===== src/design/lil_pkg.sv =====
// Shared types and constants for the indexed list engine.
package lil_pkg;

  localparam int CAPACITY_DEF   = 16;
  localparam int ITEM_WIDTH_DEF = 32;
  localparam int VALUE_W        = 32;
  localparam int EXT_W          = 64;

  typedef enum logic [1:0] {
    ACT_READ   = 2'd0,
    ACT_INSERT = 2'd1,
    ACT_DELETE = 2'd2,
    ACT_POP    = 2'd3
  } action_t;

  typedef enum logic [1:0] {
    ST_OK    = 2'd0,
    ST_RANGE = 2'd1,
    ST_FULL  = 2'd2
  } status_t;

  typedef struct packed {
    logic ins;
    logic del;
  } lil_op_t;

endpackage


===== src/design/lil_cells.sv =====
// Row of list cells with the fill count; all cells shift in parallel for insert and delete.
module lil_cells #(
  parameter int CAPACITY   = lil_pkg::CAPACITY_DEF,
  parameter int ITEM_WIDTH = lil_pkg::ITEM_WIDTH_DEF,
  parameter int POS_W      = $clog2(CAPACITY + 1)
) (
  input  logic                  clk,
  input  logic                  rst,
  input  lil_pkg::lil_op_t      op,
  input  logic [POS_W-1:0]      idx,
  input  logic [ITEM_WIDTH-1:0] item,
  output logic [ITEM_WIDTH-1:0] rd,
  output logic [POS_W-1:0]      fill,
  output logic [POS_W-1:0]      fill_next
);
  import lil_pkg::*;

  localparam int AW = $clog2(CAPACITY);

  logic [ITEM_WIDTH-1:0] slots [CAPACITY];

  assign rd = slots[idx[AW-1:0]];

  always_comb begin
    fill_next = fill;
    if (op.ins) begin
      fill_next = fill + POS_W'(1);
    end else if (op.del) begin
      fill_next = fill - POS_W'(1);
    end
  end

  always_ff @(posedge clk) begin
    if (rst) begin
      fill <= '0;
    end else begin
      fill <= fill_next;
    end
  end

  always_ff @(posedge clk) begin
    for (int i = 0; i < CAPACITY; i++) begin
      if (op.ins) begin
        if (POS_W'(i) == idx) begin
          slots[i] <= item;
        end else if (POS_W'(i) > idx && i > 0) begin
          slots[i] <= slots[(i > 0) ? i - 1 : 0];
        end
      end else if (op.del) begin
        if (POS_W'(i) >= idx && i + 1 < CAPACITY) begin
          slots[i] <= slots[(i + 1 < CAPACITY) ? i + 1 : i];
        end
      end
    end
  end

endmodule


===== src/design/indexed_list_engine_top.sv =====
// Top level of the indexed list engine: input register, request decode, result register.
// An accepted request waits in the input register until the output can advance; then its result is registered.
// Throughput: one request per cycle while out_stall does not hold the output; the list cells shift in parallel.
// The next request sees the list as the previous one left it, with no bubble.
// Reset: rst (synchronous) empties the list and clears both valid flags.
// Cell contents are not cleared; only cells below the count are ever read.
module indexed_list_engine_top #(
  parameter int CAPACITY   = lil_pkg::CAPACITY_DEF,
  parameter int ITEM_WIDTH = lil_pkg::ITEM_WIDTH_DEF,
  parameter int POS_W      = $clog2(CAPACITY + 1)
) (
  input  logic                               clk,
  input  logic                               rst,
  input  logic                               in_valid,
  output logic                               in_stall,
  input  logic [1:0]                         action,
  input  logic [POS_W-1:0]                   position,
  input  logic                               at_back,
  input  logic signed [lil_pkg::VALUE_W-1:0] new_item,
  output logic                               out_valid,
  input  logic                               out_stall,
  output logic signed [lil_pkg::VALUE_W-1:0] value,
  output logic [1:0]                         status,
  output logic [POS_W-1:0]                   count,
  output logic                               is_empty
);
  import lil_pkg::*;

  logic                  s_valid;
  action_t               s_action;
  logic [POS_W-1:0]      s_position;
  logic                  s_at_back;
  logic [VALUE_W-1:0]    s_item;

  logic                  adv;
  logic                  take;
  lil_op_t               op;
  logic [POS_W-1:0]      idx;
  logic [ITEM_WIDTH-1:0] item;
  logic [ITEM_WIDTH-1:0] rd;
  logic [POS_W-1:0]      fill;
  logic [POS_W-1:0]      fill_next;
  status_t               st;
  logic                  rd_ok;
  logic signed [EXT_W-1:0] item_ext;
  logic signed [EXT_W-1:0] rd_ext;
  logic [VALUE_W-1:0]    value_next;

  assign adv      = !out_valid || !out_stall;
  assign in_stall = s_valid && !adv;
  assign take     = s_valid && adv;

  always_ff @(posedge clk) begin
    if (rst) begin
      s_valid <= 1'b0;
    end else if (!in_stall) begin
      s_valid <= in_valid;
    end
  end

  always_ff @(posedge clk) begin
    if (in_valid && !in_stall) begin
      s_action   <= action_t'(action);
      s_position <= position;
      s_at_back  <= at_back;
      s_item     <= new_item;
    end
  end

  assign item_ext = EXT_W'(signed'(s_item));
  assign item     = item_ext[ITEM_WIDTH-1:0];
  assign rd_ext   = EXT_W'(signed'(rd));

  always_comb begin
    st    = ST_OK;
    rd_ok = 1'b0;
    op    = '0;
    unique case (s_action)
      ACT_INSERT: begin
        idx = s_at_back ? fill : s_position;
        if (idx > fill) begin
          st = ST_RANGE;
        end else if (fill >= POS_W'(CAPACITY)) begin
          st = ST_FULL;
        end else begin
          op.ins = take;
        end
      end
      ACT_READ, ACT_DELETE, ACT_POP: begin
        if (s_at_back) begin
          idx = (fill != '0) ? fill - POS_W'(1) : '0;
        end else begin
          idx = s_position;
        end
        if (fill == '0 || idx >= fill) begin
          st = ST_RANGE;
        end else begin
          rd_ok  = (s_action == ACT_READ) || (s_action == ACT_POP);
          op.del = take && ((s_action == ACT_DELETE) || (s_action == ACT_POP));
        end
      end
      default: begin
        idx = s_position;
      end
    endcase
    value_next = rd_ok ? rd_ext[VALUE_W-1:0] : '1;
  end

  lil_cells #(
    .CAPACITY   (CAPACITY),
    .ITEM_WIDTH (ITEM_WIDTH),
    .POS_W      (POS_W)
  ) u_cells (
    .clk       (clk),
    .rst       (rst),
    .op        (op),
    .idx       (idx),
    .item      (item),
    .rd        (rd),
    .fill      (fill),
    .fill_next (fill_next)
  );

  always_ff @(posedge clk) begin
    if (rst) begin
      out_valid <= 1'b0;
    end else if (adv) begin
      out_valid <= s_valid;
    end
  end

  always_ff @(posedge clk) begin
    if (take) begin
      value    <= value_next;
      status   <= st;
      count    <= fill_next;
      is_empty <= (fill_next == '0);
    end
  end

endmodule


===== config.mk =====
export PLATFORM = sky130hd
export DESIGN_NAME = indexed_list_engine_top
export DESIGN_NICKNAME = d
export VERILOG_FILES = /design/src/design/lil_pkg.sv /design/src/design/lil_cells.sv /design/src/design/indexed_list_engine_top.sv
export SDC_FILE = /design/constraint.sdc
export NUM_CORES = 2
export LEC_CHECK = 0
export ABC_AREA = 1
export BUFFER_PORTS_ARGS = -buffer_cell sky130_fd_sc_hd__buf_4
export CAP_MARGIN = 20
export CORE_AREA = 2 2 334 204
export DETAILED_ROUTE_END_ITERATION = 12
export DIE_AREA = 0 0 336 206
export GPL_TIMING_DRIVEN = 1
export PLACE_DENSITY = 0.71
export SYNTH_ARGS = -nofsm -noshare
export SYNTH_HDL_FRONTEND = slang
export SYNTH_SLANG_ARGS = --single-unit
export TNS_END_PERCENT = 30

===== constraint.sdc =====
create_clock -name clk -period 10.3 [get_ports clk]
set_clock_uncertainty 0.2 [all_clocks]
set_input_delay 2.06 -clock clk [delete_from_list [all_inputs] [get_ports clk]]
set_output_delay 2.06 -clock clk [all_outputs]
set_load 0.03 [all_outputs]

Yosys cells after proc, flatten, opt, wreduce, memory -nomap -nowiden
Memories as Yosys holds them, arrays and structs flattened. A register that Yosys moved wholly into a read port is not among the register bits.
Index checks and enable logic that the tools add are counted.
Word-level totals
  register bits after elaboration: 55
  bits in writable memories: 512
  input port bits: 44
  output and inout bits: 42
  word-level logic and storage cells: 329
  memories: 1
Operators by class
  add/sub/neg operators: 2
  magnitude comparators: 33
  equal/unequal tests: 18
  muxes and demuxes: 216
  bitwise gates (word level): 30
  reduce and logical (&&, ||, !) cells: 19
Memories
  u_cells.slots: words 16, bits a word 32, rd ports 17, clocked after memory_dff 1, wr ports 16, line lil_cells.sv:20  | logic [ITEM_WIDTH-1:0] slots [CAPACITY];
Operators by type and width (count)
  $mux W32: 30
  $mux W1: 176
  $eq A4 B5 Y1 const A: 8
  $gt A4 B5 Y1 const A: 8
  $ge A4 B5 Y1 const A: 7
  $mux W5: 6
  $or A1 B1 Y1: 30
  $eq A3 B5 Y1 const A: 4
  $ge A3 B5 Y1 const A: 4
  $gt A3 B5 Y1 const A: 4
  $logic_not A5 Y1: 3
  $eq A2 B5 Y1 const A: 2
  $ge A1 B5 Y1 const A: 2
  $ge A2 B5 Y1 const A: 2
  $gt A2 B5 Y1 const A: 2
  $pmux W5 S2: 1
  $add A5 B1 Y5 const B: 1
  $eq A1 B5 Y1 const A: 1
  $ge A5 B5 Y1: 1
  $ge A5 B5 Y1 const B: 1
  $gt A1 B5 Y1 const A: 1
  $gt A5 B5 Y1: 1
  $logic_not A1 Y1: 5
  $reduce_bool A5 Y1: 1
  9 further kinds: 17

Logic depth before layout (Yosys ltp)
  word-level depth: 12
  mapped depth: 21
  mapped depth without buffers: 20

By module
A second synthesis with hierarchy kept.
Second synthesis, totals
  cell total of the unflattened synthesis: 4638
  area, all modules: 35399.0 µm²
By module, submodules not included
  lil_cells: times used 1, cells an instance 4361, area an instance 31885.6 µm², seq. area each 15474.8 µm²
  indexed_list_engine_top: times used 1, cells an instance 277, area an instance 3513.4 µm², seq. area each 2442.3 µm²

Least setup slack after synthesis
No wires, ideal clock.
  kind: in2reg
  from: input out_stall
  to: memory u_cells.slots[0][0] (netlist name), enable pin
  library setup time: 0.461 ns
  data arrival time: 5.159 ns
  data required time: 9.639 ns
  path slack: 4.480 ns
  stages: 7
  path buffers: 0
  cells stage by stage: nand2_1 > nand2_1 > nor3_1 > nand4_1 > nand2_1 > nand2_1 > nor3_1
RTL lines
  start: declaration: line indexed_list_engine_top.sv:21  | input logic out_stall,
  end: declaration: line lil_cells.sv:20

==> metrics.md <==
| Metric | Value |
|---|---|
| Clock power share | 39.5% |
| WL met1 | 50.53 mm |
| Clk sinks | 599 |
| Worst Hold Class | reg -> reg |
| Crit path top cell by count | nand2_1 |
| CTS Hold Bufs | 0 |
| CTS buffer count | 59 |
| CP Depth | 21 |
| FF-to-FF Start | u_cells.fill[0] |
| Cell taking the most area after synthesis | edfxtp_1 |
| Combinational share of power | 12.6% |
| Met2 WL | 52.18 mm |
| Row Count | 74 |
| Netlist cell types | 34 |
| Largest net degree at the start of global routing | 198 |
| Largest cells by area after synthesis | edfxtp_1, nand2_1, nand3_1, inv_1, o21ai_0 |
| P&R area growth vs syn | 8.282% |
| Port Buf Inserts | 85 |
| Global-route wire length before repair | 188.5 mm |
| H-tree levels | 2 |
| Share of the clock period used by the worst path | 54.47% |
| Most frequent cells in the layout | nand2_1, edfxtp_1, nand3_1, inv_1, o21ai_0 |
| Sequential-to-total area share from yosys stat | 49.70% |
| Clk root buf | clkbuf_16 |
| Reg2Reg Depth | 21 |
| PwrDens | 147.4 nW/um^2 |
| Buf/Inv on CP | 5 |
| Routability cong. | 0.9187 |
| Status | finished clean |
| Worst VDD drop | 0.0001319 V |
| Syn_nets | 4730 |
| Vias | 34220 |
| Required @ worst endpoint | 10.63 ns |
| Tmin final | 5.610 ns |
| Ant. Diodes | 0 |
| DRC Markers | 0 |
| CP Capture Type | register |
| Register-to-register setup slack | 4.69 ns |
| Leakage | 16.53 nW |
| Slowest CP cell | inv_2 |
| Top layer in use | met5 |
| Synthesized area | 36050 um^2 |
| Worst Path Max Fanout | 41 |
| Crit-path max cell delay | 0.59 ns |
| Avg WL per Cell | 22.57 um |
| TritonRoute pass-1 iters | 6 |
| Core Region | 66760 um^2 |
| I/O pin count | 86 |
| # placed instances | 5387 |
| Endpoints failing setup | 0 |
| Worst skew pair latency | 0.65 ns |
| Number of synthesized register bits | 599 |
| Initial Util | 54.00% |
| Max cap viols | 0 |
| Worst-Margin Slew | 1.153 ns |
| Gr ovfl total | 0 |
| Count of final hold-check violations | 0 |
| Most common cell after layout, fill and taps aside | nand2_1 |
| CP arrival | 5.94 ns |
| Final WL | 124.2 mm |
| Worst Setup SP | u_cells.fill[0] |
| Vias per cell | 6.220 |
| Vias in the first global route | 31520 |
| DP HPWL | 84.42 mm |
| Slew Limit Headroom | 23.10% |
| Hold Path Depth | 2 |
| # nets final | 4603 |
| Share of post-route cells with drive strength above 1 | 7.387% |
| Fmax achieved | 0.1782 GHz |
| Worst hold endpoint | out_valid |
| Internal Power | 0.004164 W |
| Syn avg cell area | 7.722 um^2 |
| Die Height | 206 um |
| CTS tree | built |
| Die Area | 69220 um^2 |
| CP Cell Sequence | inv_1 -> ha_1 -> xor2_1 -> nand2_1 -> nand2_1 -> nand2_1 -> inv_1 -> ha_1 -> a21oi_1 -> o21ai_0 -> nor2_1 -> nand4_1 -> nor2_4 -> buf_4 -> nand2_4 -> nor2_8 -> nand2_2 -> buf_4 -> inv_2 -> nand2_1 -> nand2_1 |
| Sw Share | 27.64% |
| Setup bufs post-CTS | 0 |
| Number of fillers in the final layout | 6115 |
| Startpoint class of the critical path | register |
| GRT Total Usage | 35.57% |
| Setup_tns | 0 ns |
| Max-slew violations | 0 |
| Kind of critical path | reg -> reg |
| Drt initial violations | 4949 |
| Switch Pwr | 0.001590 W |
| RSZ-0062 raised after global routing | false |
| Synth top area share | 49.32% |
| CP delay by family, top | simple AND/OR/NAND/NOR gates |
| Post-Layout Cell Count | 5501 |
| Syn Inst Count | 4668 |
| CTS clock-pin slew for the worst setup and hold paths | 0.07 ns |
| Seq pwr share | 47.9% |
| Die Width | 336 um |
| Initial antenna violation count | 2 |
| Hold Startpoint | s_valid |
| CTS Buffer Depth | 3 |
| RR Endpoint | u_cells.slots[2][5] |
| Metal3 WL | 16.46 mm |
| Post-CTS sizing | 0 |
| Remaining antenna violation count | 0 |
| Yosys warns | 0 |
-- power by group through the flow --
stage	sequential, W	combinational, W	clock [W]
after floorplan	0.00279	0.000473	0
after global placement	0.00281	0.000684	0
after detailed placement	0.00281	0.000700	0
after CTS	0.00275	0.000703	0.00227
after global routing	0.00276	0.000791	0.00235
final	0.00276	0.000727	0.00227
-- worst max-delay path by stage --
| stage | slack [ns] | endpoint |
|---|---|---|
| floorplan | 4.48 | u_cells.slots[0][0] |
| global placement | 4.26 | u_cells.slots[2][1] |
| detailed placement | 4.16 | u_cells.slots[2][5] |
| CTS | 4.83 | u_cells.slots[2][5] |
| global route | 4.38 | u_cells.slots[2][7] |
| finish | 4.69 | u_cells.slots[2][5] |
-- cell families (layout without fill, tap and decap cells) --
kind of cell	after synthesis	in the layout	synth area share, %
AO/OA/AOI/OAI	593	593	9.177
XOR/XNOR	3	3	0.07290
adder cells (fa/ha/maj)	18	18	0.6248
buffers and inverters	645	566	7.487
flip-flops	599	599	49.70
AND/OR/NAND/NOR	2810	2810	32.93
-- registers in the layout, indices dropped and copies added (netlist names) --
register,count
u_cells.fill,5
s_valid,1
item,32
out_valid,1
count,5
s_position,5
is_empty,1
s_at_back,1
value,32
u_cells.slots,512
status,2
s_action,2
-- through the flow --
stage	power, W	instance area [um^2]	setup WS [ns]	utilization, %	hold WS [ns]
floorplan	0.003266	36050	4.480	-	0.2445
global placement	0.003490	36840	4.261	55.18	0.2589
detailed placement	0.003507	36970	4.165	55.38	0.3013
CTS	0.005726	38890	4.828	58.26	0.3073
global route	0.005896	39030	4.378	58.47	0.3160
finish	0.005754	39030	4.690	58.47	0.3104
-- area by class of cell --
class	instances	area, um^2	share of cell area, %
Inverter	300	1130	2.895
Tap cell	912	1141	2.923
Timing Repair Buffer	157	1391	3.565
Clock inverter	41	369.1	0.9456
Multi-Input combinational cell	3424	15530	39.79
Clock buffer	68	1553	3.978
Sequential cell	599	17920	45.90
-- cells in the mapped netlist --
| master | number |
|---|---|
| a21oi_1 | 166 |
| a21oi_2 | 2 |
| a31oi_1 | 30 |
| and2_1 | 1 |
| and3_1 | 1 |
| buf_1 | 27 |
| buf_2 | 138 |
| buf_4 | 20 |
| buf_6 | 4 |
| clkbuf_1 | 156 |
| clkinv_1 | 3 |
| dfxtp_1 | 7 |
| edfxtp_1 | 592 |
| ha_1 | 18 |
| inv_1 | 273 |
| inv_2 | 24 |
| nand2_1 | 1919 |
| nand2_2 | 16 |
| nand2_4 | 7 |
| nand3_1 | 533 |
| nand3_2 | 5 |
| nand3_4 | 1 |
| nand3b_1 | 82 |
| nand4_1 | 34 |
| nor2_1 | 182 |
| nor2_2 | 7 |
| nor2_4 | 5 |
| nor2_8 | 2 |
| nor3_1 | 3 |
| o211ai_1 | 118 |
| o21ai_0 | 202 |
| o21ai_1 | 75 |
| or2_2 | 12 |
| xor2_1 | 3 |
-- layer usage --
metal,vias to the layer above,GRT usage [%]
met2,2449,51.76
met4,2,14.53
met3,320,7.028
li1,15280,-
met1,16170,52.01
met5,-,0
-- worst register-to-register path, delay by kind of cell (launching register included) --
kind            cells  cell delay, ns
compound gates      2            0.20
fa+ha+maj           2            0.56
simple gates       11            2.15
flops               1            0.57
xor+xnor            1            0.17
buf+inv             5            1.63
Note: power is estimated with default switching activity, not from simulation.
